**src/ffca_pkg.sv**
```systemverilog
// ----------------------------------------------------------------------------
// ffca_pkg
// Shared widths, codes and types of the first-fit chunk allocator.
// ----------------------------------------------------------------------------
package ffca_pkg;

  localparam int REQ_W    = 20;  // requested bytes
  localparam int HANDLE_W = 6;   // handle and chunk index fields
  localparam int SIZE_W   = 21;  // stored chunk size
  localparam int STATUS_W = 3;

  localparam int S_TDATA_W = 32;  // req_size, handle, zero fill
  localparam int M_TDATA_W = 32;  // chunk_index, granted_size, zero fill

  localparam logic OP_ALLOC = 1'b0;
  localparam logic OP_FREE  = 1'b1;

  typedef enum logic [STATUS_W-1:0] {
    ST_REUSED    = 3'd0,
    ST_APPENDED  = 3'd1,
    ST_FREED     = 3'd2,
    ST_FULL      = 3'd3,
    ST_ZERO      = 3'd4,
    ST_BADHANDLE = 3'd5
  } status_t;

endpackage

```
**src/ffca_ram.sv**
```systemverilog
// ----------------------------------------------------------------------------
// ffca_ram
// Generic simple dual-port RAM, one write port and one registered read port.
// ----------------------------------------------------------------------------
module ffca_ram #(
  parameter int WIDTH = 8,
  parameter int DEPTH = 64
) (
  input  logic                     clk,
  input  logic                     we,
  input  logic [$clog2(DEPTH)-1:0] waddr,
  input  logic [WIDTH-1:0]         wdata,
  input  logic [$clog2(DEPTH)-1:0] raddr,
  output logic [WIDTH-1:0]         rdata
);

  logic [WIDTH-1:0] mem [DEPTH];

  always_ff @(posedge clk) begin
    if (we) begin
      mem[waddr] <= wdata;
    end
    rdata <= mem[raddr];
  end

endmodule

```
**src/ffca_round.sv**
```systemverilog
// ----------------------------------------------------------------------------
// ffca_round
// Rounds a request up to a whole number of words. A power-of-two word size
// adds and masks straight into need; any other size uses a constant
// reciprocal multiplication through the padded, prod and need registers.
// ----------------------------------------------------------------------------
module ffca_round #(
  parameter int WORD_BYTES = 8
) (
  input  logic                      clk,
  input  logic                      rst,
  input  logic                      start,
  input  logic [ffca_pkg::REQ_W-1:0]  req,
  output logic                      done,
  output logic [ffca_pkg::SIZE_W-1:0] need
);

  import ffca_pkg::*;

  generate
    if ((WORD_BYTES & (WORD_BYTES - 1)) == 0) begin : g_pow2
      localparam logic [SIZE_W-1:0] ADD  = SIZE_W'(WORD_BYTES - 1);
      localparam logic [SIZE_W-1:0] MASK = ~ADD;

      always_ff @(posedge clk) begin
        if (rst) begin
          done <= 1'b0;
        end else begin
          done <= start;
        end
        if (start) begin
          need <= (SIZE_W'(req) + ADD) & MASK;
        end
      end
    end else begin : g_recip
      // word count is (padded * RECIP) >> SHIFT, exact for any padded value
      // below 2**SIZE_W
      localparam int SHIFT  = SIZE_W + $clog2(WORD_BYTES);
      localparam int PROD_W = 2 * SIZE_W + 1;
      localparam logic [SIZE_W:0] RECIP =
        (SIZE_W+1)'(((1 << SHIFT) + WORD_BYTES - 1) / WORD_BYTES);
      localparam logic [SIZE_W-1:0] ADD = SIZE_W'(WORD_BYTES - 1);

      logic              stage1;
      logic              stage2;
      logic [SIZE_W-1:0] padded;
      logic [PROD_W-1:0] prod;

      always_ff @(posedge clk) begin
        if (rst) begin
          stage1 <= 1'b0;
          stage2 <= 1'b0;
          done   <= 1'b0;
        end else begin
          stage1 <= start;
          stage2 <= stage1;
          done   <= stage2;
        end
        if (start) begin
          padded <= SIZE_W'(req) + ADD;
        end
        // constant multiplies only
        if (stage1) begin
          prod <= PROD_W'(padded) * PROD_W'(RECIP);
        end
        if (stage2) begin
          need <= SIZE_W'(prod[PROD_W-1:SHIFT]) * SIZE_W'(WORD_BYTES);
        end
      end
    end
  endgenerate

endmodule

```
**src/first_fit_chunk_allocator.sv**
```systemverilog
// ----------------------------------------------------------------------------
// first_fit_chunk_allocator
// First-fit chunk table: allocate reuses the first free chunk big enough or
// appends a new one, free marks a chunk free by its handle.
// ----------------------------------------------------------------------------
// One transaction in, one transaction out. A free, a bad handle and a zero
// size request go from acceptance straight to S_DONE, which passes the
// result to the output register. An allocate first rounds the request, then
// walks the chunk table through the size and free memories, one entry per
// cycle, reads pipelined against the fit compare, and stops at the first
// fit. The block takes one transaction at a time; s_tready is high only
// while it waits for work, but a finished result sits in the output
// register so the next request can be taken while the result waits for
// m_tready. The table memories have no reset: only entries below the chunk
// count are ever checked, and each is written when it is appended.
module first_fit_chunk_allocator #(
  parameter int MAX_CHUNKS = 64,
  parameter int WORD_BYTES = 8
) (
  input  logic                          clk,
  input  logic                          rst,
  // request stream
  input  logic                          s_tvalid,
  output logic                          s_tready,
  input  logic [ffca_pkg::S_TDATA_W-1:0] s_tdata,  // req_size[19:0], handle[25:20], zero
  input  logic                          s_tuser,   // op
  // result stream
  output logic                          m_tvalid,
  input  logic                          m_tready,
  output logic [ffca_pkg::M_TDATA_W-1:0] m_tdata,  // chunk_index[5:0], granted_size[26:6], zero
  output logic [ffca_pkg::STATUS_W-1:0] m_tuser    // status
);

  import ffca_pkg::*;

  localparam int IDX_W = $clog2(MAX_CHUNKS);
  localparam int CNT_W = $clog2(MAX_CHUNKS + 1);
  localparam int CMP_W = (CNT_W > HANDLE_W) ? CNT_W : HANDLE_W;
  localparam int PAD_W = M_TDATA_W - HANDLE_W - SIZE_W;

  typedef enum logic [1:0] {S_IDLE, S_ROUND, S_SCAN, S_DONE} state_t;

  state_t state;

  // table bookkeeping
  logic [CNT_W-1:0] count;
  logic [CNT_W-1:0] rd_idx;     // next entry to read
  logic             chk_valid;  // memory data belongs to chk_idx
  logic [IDX_W-1:0] chk_idx;

  // pending result and output register
  status_t             res_status;
  logic [HANDLE_W-1:0] res_idx;
  logic [SIZE_W-1:0]   res_size;
  status_t             out_status;
  logic [HANDLE_W-1:0] out_idx;
  logic [SIZE_W-1:0]   out_size;

  // input fields
  logic                in_op;
  logic [REQ_W-1:0]    in_req;
  logic [HANDLE_W-1:0] in_handle;
  logic                accept;

  // rounding unit
  logic              rnd_start;
  logic              rnd_done;
  logic [SIZE_W-1:0] need;

  // memories
  logic              size_we;
  logic [IDX_W-1:0]  size_waddr;
  logic [IDX_W-1:0]  raddr;
  logic [SIZE_W-1:0] size_rd;
  logic              free_we;
  logic [IDX_W-1:0]  free_waddr;
  logic              free_wdata;
  logic              free_rd;

  // scan decisions
  logic hit;
  logic scan_end;
  logic full;
  logic handle_ok;
  logic issue;

  assign in_op     = s_tuser;
  assign in_req    = s_tdata[REQ_W-1:0];
  assign in_handle = s_tdata[REQ_W +: HANDLE_W];
  assign s_tready  = (state == S_IDLE);
  assign accept    = s_tvalid && s_tready;

  assign rnd_start = accept && (in_op == OP_ALLOC) && (in_req != '0);

  assign handle_ok = CMP_W'(in_handle) < CMP_W'(count);
  assign full      = (count == CNT_W'(MAX_CHUNKS));
  assign issue     = (rd_idx < count);
  // first fit: free and at least the rounded request
  assign hit       = chk_valid && free_rd && (size_rd >= need);
  assign scan_end  = (rd_idx == count);
  assign raddr     = issue ? rd_idx[IDX_W-1:0] : '0;

  // table writes: append, reuse mark and free mark
  always_comb begin
    size_we    = 1'b0;
    size_waddr = count[IDX_W-1:0];
    free_we    = 1'b0;
    free_waddr = count[IDX_W-1:0];
    free_wdata = 1'b0;
    if (state == S_SCAN) begin
      if (hit) begin
        free_we    = 1'b1;
        free_waddr = chk_idx;
      end else if (scan_end && !full) begin
        size_we = 1'b1;
        free_we = 1'b1;
      end
    end else if (accept && in_op == OP_FREE && handle_ok) begin
      free_we    = 1'b1;
      free_waddr = IDX_W'(in_handle);
      free_wdata = 1'b1;
    end
  end

  ffca_round #(
    .WORD_BYTES (WORD_BYTES)
  ) u_round (
    .clk   (clk),
    .rst   (rst),
    .start (rnd_start),
    .req   (in_req),
    .done  (rnd_done),
    .need  (need)
  );

  ffca_ram #(
    .WIDTH (SIZE_W),
    .DEPTH (MAX_CHUNKS)
  ) u_size_ram (
    .clk   (clk),
    .we    (size_we),
    .waddr (size_waddr),
    .wdata (need),
    .raddr (raddr),
    .rdata (size_rd)
  );

  ffca_ram #(
    .WIDTH (1),
    .DEPTH (MAX_CHUNKS)
  ) u_free_ram (
    .clk   (clk),
    .we    (free_we),
    .waddr (free_waddr),
    .wdata (free_wdata),
    .raddr (raddr),
    .rdata (free_rd)
  );

  // sequencer
  always_ff @(posedge clk) begin
    if (rst) begin
      state     <= S_IDLE;
      count     <= '0;
      chk_valid <= 1'b0;
      m_tvalid  <= 1'b0;
    end else begin
      // output register loads from S_DONE, empties on m_tready
      if (state == S_DONE && (!m_tvalid || m_tready)) begin
        m_tvalid <= 1'b1;
      end else if (m_tready) begin
        m_tvalid <= 1'b0;
      end
      unique case (state)
        S_IDLE: begin
          if (accept) begin
            if (in_op == OP_FREE) begin
              state    <= S_DONE;
              res_size <= '0;
              if (handle_ok) begin
                res_status <= ST_FREED;
                res_idx    <= in_handle;
              end else begin
                res_status <= ST_BADHANDLE;
                res_idx    <= '0;
              end
            end else if (in_req == '0) begin
              state      <= S_DONE;
              res_status <= ST_ZERO;
              res_idx    <= '0;
              res_size   <= '0;
            end else begin
              state <= S_ROUND;
            end
          end
        end
        S_ROUND: begin
          if (rnd_done) begin
            state     <= S_SCAN;
            rd_idx    <= '0;
            chk_valid <= 1'b0;
          end
        end
        S_SCAN: begin
          // nothing left to check once the scan stops
          chk_valid <= issue && !hit;
          chk_idx   <= rd_idx[IDX_W-1:0];
          if (issue) begin
            rd_idx <= rd_idx + CNT_W'(1);
          end
          if (hit) begin
            state      <= S_DONE;
            res_status <= ST_REUSED;
            res_idx    <= HANDLE_W'(chk_idx);
            res_size   <= size_rd;
          end else if (scan_end) begin
            state <= S_DONE;
            if (full) begin
              res_status <= ST_FULL;
              res_idx    <= '0;
              res_size   <= '0;
            end else begin
              res_status <= ST_APPENDED;
              res_idx    <= HANDLE_W'(count);
              res_size   <= need;
              count      <= count + CNT_W'(1);
            end
          end
        end
        S_DONE: begin
          if (!m_tvalid || m_tready) begin
            state      <= S_IDLE;
            out_status <= res_status;
            out_idx    <= res_idx;
            out_size   <= res_size;
          end
        end
        default: begin
          state <= S_IDLE;
        end
      endcase
    end
  end

  assign m_tdata = {{PAD_W{1'b0}}, out_size, out_idx};
  assign m_tuser = out_status;

endmodule

```
**config.mk**
```make
export PLATFORM = sky130hd
export DESIGN_NAME = first_fit_chunk_allocator
export DESIGN_NICKNAME = d
export VERILOG_FILES = /design/src/ffca_pkg.sv /design/src/ffca_ram.sv /design/src/ffca_round.sv /design/src/first_fit_chunk_allocator.sv
export SDC_FILE = /design/constraint.sdc
export NUM_CORES = 2
export LEC_CHECK = 0
export ABC_AREA = 1
export BUFFER_PORTS_ARGS = -buffer_cell sky130_fd_sc_hd__buf_4
export CAP_MARGIN = 30
export CORE_UTILIZATION = 45
export DETAILED_ROUTE_END_ITERATION = 12
export PLACE_DENSITY = 0.62
export SYNTH_ARGS = -nofsm -noshare
export SYNTH_HDL_FRONTEND = slang
export SYNTH_HIERARCHICAL = 1
export SYNTH_SLANG_ARGS = --single-unit
export TNS_END_PERCENT = 1
```
**constraint.sdc**
```tcl
create_clock -name clk -period 13.2 [get_ports clk]
set_clock_uncertainty 0.15 [all_clocks]
set_input_delay 0.66 -clock clk [delete_from_list [all_inputs] [get_ports clk]]
set_output_delay 0.66 -clock clk [all_outputs]
set_load 0.1 [all_outputs]
```
Word-level counts from Yosys, hierarchy flattened
Memories as Yosys holds them, arrays and structs flattened. A register that Yosys moved wholly into a read port is not among the register bits.
Cells that the tools add are included.
{"block": "classes", "n_lt_le_gt_ge": 3, "n_addsub": 3, "eq_ne": 11, "muxes": 53, "n_reduce_logical": 27, "bitwise": 4}
{"op": "two-way mux 21 bit", "count": 6}
{"op": "two-way mux 6 bit", "count": 11}
{"op": "one-hot mux 21 bit (2 select lines)", "count": 1}
{"op": "adder 20 x 3 -> 21 bit (second input constant)", "count": 1}
{"op": ">= comparator 21 bit", "count": 1}
{"op": "zero test 20 bit", "count": 1}
{"op": "nonzero test 20 bit", "count": 1}
{"op": "two-way mux 3 bit", "count": 6}
{"op": "two-way mux 2 bit", "count": 8}
{"op": "adder 7 x 1 -> 7 bit (second input constant)", "count": 2}
{"op": "two-way mux 1 bit", "count": 14}
{"op": "two-way mux 7 bit", "count": 2}
{"op": "one-hot mux 7 bit (2 select lines)", "count": 1}
{"op": "one-hot mux 6 bit (2 select lines)", "count": 1}
{"op": "AND reduction 4 bit", "count": 3}
{"op": "logical AND 1 bit", "count": 10}
{"op": "one-hot mux 2 bit (4 select lines)", "count": 1}
{"op": "equality test 7 bit", "count": 1}
{"op": "equality test 7 bit (second input constant)", "count": 1}
{"op": "less-than comparator 6 x 7 -> 1 bit", "count": 1}
{"op": "less-than comparator 7 bit", "count": 1}
{"op": "inequality test 2 x 1 -> 1 bit (second input constant)", "count": 3}
{"op": "one-hot mux 3 bit (2 select lines)", "count": 1}
{"op": "nonzero test 2 bit", "count": 3}
{"op": "13 further kinds", "count": 20}
{"block": "totals", "word_cells": 118, "mem_bits_rw": 1216, "regBits": 124, "memories": 2, "output_inout_bits": 37}
{"memory": "u_size_ram.mem", "depth": 64, "width": 18, "rd": 1, "rd_clocked_by_memory_dff": 1, "write_ports": 1, "line_no": "ffca_ram.sv:17", "text": "logic [WIDTH-1:0] mem [DEPTH];"}
{"memory": "u_free_ram.mem", "depth": 64, "width": 1, "rd": 1, "rd_clocked_by_memory_dff": 1, "write_ports": 1, "line_no": "ffca_ram.sv:17"}

Longest topological paths before layout
{"block": "logic_depth", "ltp_word": 8, "ltp_mapped": 21}

Modules after synthesis
Netlist, hierarchy kept.
{"mod": "ffca_ram (u_size_ram)", "instances": 1, "seq_area_each_um2": 40779.1, "cells_each": 4587, "area_each_um2": 54762.5}
{"mod": "first_fit_chunk_allocator", "instances": 1, "seq_area_each_um2": 2412.3, "cells_each": 522, "area_each_um2": 4967.3}
{"mod": "ffca_ram (u_free_ram)", "instances": 1, "seq_area_each_um2": 1941.9, "cells_each": 314, "area_each_um2": 3045.4}
{"mod": "ffca_round", "instances": 1, "seq_area_each_um2": 560.5, "cells_each": 139, "area_each_um2": 1142.3}

Worst setup path before layout
No wires, ideal clock.
{"block": "synth_path", "kind": "register to register", "from": "register u_round/need[12] (netlist bit)", "to": "memory u_size_ram/mem[48][0] (netlist bit) (enable)", "setup_ns": 0.453, "path_slack_ns": 7.468, "stages_incl_launch_ff": 15, "arrival_time_ns": 5.129, "cell_sequence": "edfxtp_1 -> inv_1 -> ha_1 -> a21o_1 -> nor2_1 -> nand2_1 -> nand2_1 -> nand4_1 -> nand2_2 -> buf_8 -> nand3_4 -> inv_2 -> clkbuf_1 -> nand4_1 -> nor4_1"}
{"block": "synth_between", "elab_chain_cells": 6}
{"element": "start: declaration", "line_no": "ffca_round.sv:15", "text": "output logic [ffca_pkg::SIZE_W-1:0] need"}
{"element": "start signal: assignment", "line_no": "ffca_round.sv:32", "text": "need <= (SIZE_W'(req) + ADD) & MASK;"}
{"element": ">= comparator 21 bit", "line_no": "first_fit_chunk_allocator.sv:99", "text": "assign hit = chk_valid && free_rd && (size_rd >= need);"}
{"element": "logical AND 1 bit", "line_no": "first_fit_chunk_allocator.sv:99"}
{"element": "two-way mux 1 bit", "line_no": "first_fit_chunk_allocator.sv:111", "text": "if (hit) begin"}
{"element": "two-way mux 1 bit", "line_no": "first_fit_chunk_allocator.sv:110", "text": "if (state == S_SCAN) begin"}
{"element": "net size_we", "line_no": "first_fit_chunk_allocator.sv:71", "text": "logic size_we;"}
{"element": "two-way mux 1 bit", "line_no": "ffca_ram.sv:20", "text": "if (we) begin"}
{"element": "two-way mux 1 bit (not written as such)", "line_no": "ffca_ram.sv:21", "text": "mem[waddr] <= wdata;"}
{"element": "end: declaration", "line_no": "ffca_ram.sv:17"}
The timed path passes the listed nets, and every way through them passes these cells.

Worst setup path after layout
{"block": "layout_path", "from": "register count[1]", "to": "register u_size_ram.rdata[13], read port of u_size_ram.mem"}
{"block": "layout_between", "elab_chain_cells": 2}
{"element": "start: declaration", "line_no": "first_fit_chunk_allocator.sv:46", "text": "logic [CNT_W-1:0] count;"}
{"element": "start signal: assignment", "line_no": "first_fit_chunk_allocator.sv:226", "text": "count <= count + CNT_W'(1);"}
{"element": "less-than comparator 7 bit", "line_no": "first_fit_chunk_allocator.sv:97", "text": "assign issue = (rd_idx < count);"}
{"element": "two-way mux 6 bit", "line_no": "first_fit_chunk_allocator.sv:101", "text": "assign raddr = issue ? rd_idx[IDX_W-1:0] : '0;"}
{"element": "net raddr[1]", "line_no": "first_fit_chunk_allocator.sv:73", "text": "logic [IDX_W-1:0] raddr;"}
{"element": "end: declaration", "line_no": "ffca_ram.sv:14", "text": "output logic [WIDTH-1:0] rdata"}
The timed path passes the listed nets, and every way through them passes these cells.
A chain may end at the register's enable or synchronous reset.

==> metrics.cfg <==
[critical_path]
critical_path_arrival_ns=6.85
setup.worst_path.class=reg -> reg
worst_ep_required_time_ns=13.65
timing.reg2reg.worst_path_depth=18
endpoint_kind=register
crit_fanout=159
worst_setup_path_start_kind=register

[power]
switchingPower_mw=4.45
power_frac_seq_pct=42.6
vdd.ir_drop.worst_uv=121
report.power.total_mw=13.2
leakagePower_nw=25.4
power.density_nw_per_um2=185
internal_power_mw=8.72
power.clock.fraction_pct=31.2
combPwrFrac_pct=26.2
sw_share_pct=33.8

[synthesis]
syn_area_um2=63900
synthesis.yosys.warnings=6
compound_gate_portion_of_the_synthesized_area_pct=0.881
synth_fa_ha_area_share_pct=0.783
ys_types=44
postSynth.asyncResetShare_pct=0
sequential_to_total_area_share_from_yosys_stat_pct=71.5
yosys-mux-area-fraction_pct=0
synth_seq_cells=1533
synthFlopType=edfxtp_1
synthesis.area_per_instance_um2=11.5
synth-edff-count=1499
combinational_family_with_the_most_area_after_synthesis=simple AND/OR/NAND/NOR gates
synth-xor-area-share_pct=0.151
synth-simple-area-share_pct=23.2
syn-instance-count=5562

[sta]
post-route-period-util_pct=48.5
timing.final.hold_violations=0
sum_neg_setup_slack_ns=0
timing_worst_slew_pin_value_ns=1.28
final-setup-viol-count=0
rsz0062_at_grt=false
worst_slack_ns=6.80
slew_viol_final=0
worst_slew_margin_rel_pct=14.5
hold_slack_ns=0.0543
finalWorstPathRequiredPeriod_ns=6.40
maxClockFrequency_mhz=156

[flow_run]
total_of_max_cap_violations=0

[detailed_routing]
post_drt_wl_per_cell_um=22.2
vias=42127
drt-vias-per-instance=5.56
drc=0
ant_nets=0
detail_route.first_pass.iterations=5
drt-total-wl_mm=168
dr.first_iter.drc_count=4590

[layout]
area_growth_synth_to_finish_pct=11.1
post_route_cells_drive_above_1_share_pct=8.89
stdcell_area_um2=71000
fillers=12207
finish.utilization_pct=50.7
layout.nets=5661
instances_no_fill=7582

[grt]
number_of_global_route_vias_before_repair=39435
pin_count_of_the_biggest_net_entering_global_routing=195
gr-total-overflow=0
globalRouteTotalUtil_pct=23.4
grt_pass1_wl_mm=249
antenna_found_initial=4

[floorplan]
die_w_um=379
die_area_um2=144000
core.rowCount=137
die_h_um=379
design.core.area_um2=140000
io-pin-count=74
initial_utilization_pct=45.6

[clock_tree]
clock_path_buffers=3
cts_tree=done
holdBufCountCts=1
cts_htree_levels=4
cts_resized=0
cts.root.buffer_cell=clkbuf_16
post_cts_repair_timing_setup_buffer_count=0
path_clk_slew_ns=0.06
cts.sinks=1533
tritoncts_buffer_count=155
clk_latency_ns=0.78

[placement]
dp_hpwl_mm=85.8
detailed_place.area_um2=66300
quantity_of_i_o_buffers_inserted_on_ports=62
number_of_cells_after_detailed_placement=7299
gpl.final_weighted_congestion=0.840
pre_cts_ws_ns=7.03

[hold_path]
hp-class=in -> reg
timing.hold.worst_path_depth=3

[run_status]
status=finished, final reports clean

==> layout make-up <==
cell class	instances	area [um2]	share of cell area, %
sequential	1533	45700	64.3
multi-input combinational	3584	16300	22.9
clock buffer	203	4140	5.83
tap	1876	2350	3.30
timing repair buffer	189	1570	2.21
clock inverter	75	531	0.747
inverter	121	492	0.692
antenna	1	2.50	0.00352
==> Yosys cell counts, types with 17 or more instances <==
cell      instances  area share, %
nand4_1          36           0.35
clkbuf_1         69           0.41
edfxtp_1       1499             70
nor2_1          189            1.1
buf_6            17           0.30
inv_1           110           0.65
ha_1             40           0.78
a21oi_1          25           0.20
buf_4            44           0.52
buf_2           170            1.3
nand2_1        1951             11
buf_1            26           0.15
dfxtp_1          34            1.1
nand3_1        1233            9.7
==> worst max-delay path, cell delays in order, from the launching register on <==
cell and delay, ns:
dfxtp_1 0.77, inv_1 0.26, ha_1 0.35, nand2_1 0.06, o21ai_0 0.14, nand4_1 0.11, o211ai_1 0.37, buf_4 0.30
nor2_4 0.14, inv_8 0.55, buf_12 0.70, buf_4 0.82, nand3_1 0.15, nand3_1 0.11, nand2_1 0.07, nand2_1 0.06
nand3_1 0.22, nand3_1 0.28, nand2_1 0.19
==> flip-flops by register name, summed over array words and instances, names as in the netlist <==
name,count
u_size_ram/rdata,21
u_free_ram/rdata,1
res_idx,6
count,7
m_tvalid,1
rd_idx,7
u_round/done,1
out_size,21
out_idx,6
u_round/need,18
chk_idx,6
u_free_ram/mem,64
m_tuser,3
state,2
chk_valid,1
u_size_ram/mem,1344
res_status,3
res_size,21
==> placed cells by master (no fill, tap or decap), types with 44 or more instances in the layout <==
master     instances
clkbuf_16        159
edfxtp_1        1499
nand2_1         1951
nor2_2            59
buf_4            176
nand3_1         1233
clkbuf_1          44
inv_1            109
nor2_1           126
==> logic make-up after synthesis <==
family | count (synthesis)
compound gates | 65
xor+xnor | 11
fa+ha+maj | 40
buf+inv | 451
flops | 1533
other cells | 2
simple gates | 3460
==> power groups by stage <==
stage               sequential (mW)  clock, mW  combinational [mW]
global placement               5.71          0                3.35
floorplan                      5.79          0                2.18
global route                   5.61       4.34                3.74
detailed placement             5.71          0                3.39
finish                         5.61       4.10                3.45
CTS                            5.61       4.17                3.40
==> path summary, 6_finish.rpt <==
path | slack [ns] | startpoint | endpoint
worst max-delay path | 6.80 | count[1]$_SDFFE_PP0P_ | u_size_ram/rdata[13]$_DFF_P_
worst min register to register | 0.27 | res_status[2]$_SDFFCE_PP0P_ | m_tuser[2]$_DFFE_PP_
worst min-delay path | 0.05 | s_tdata[12] | u_round/need[12]$_DFFE_PP_
worst max register to register | 6.80 | count[1]$_SDFFE_PP0P_ | u_size_ram/rdata[13]$_DFF_P_
==> routing by layer <==
| layer | GRT usage (%) | wire (um) | vias up |
|---|---|---|---|
| met5 | 0 | 0 | - |
| met4 | 8.14 | 5540 | 0 |
| met3 | 3.42 | 13000 | 270 |
| met2 | 36.8 | 78400 | 1688 |
| met1 | 33.2 | 71500 | 20682 |
| li1 | - | - | 19487 |
Note: power is estimated with default switching activity, not from simulation.
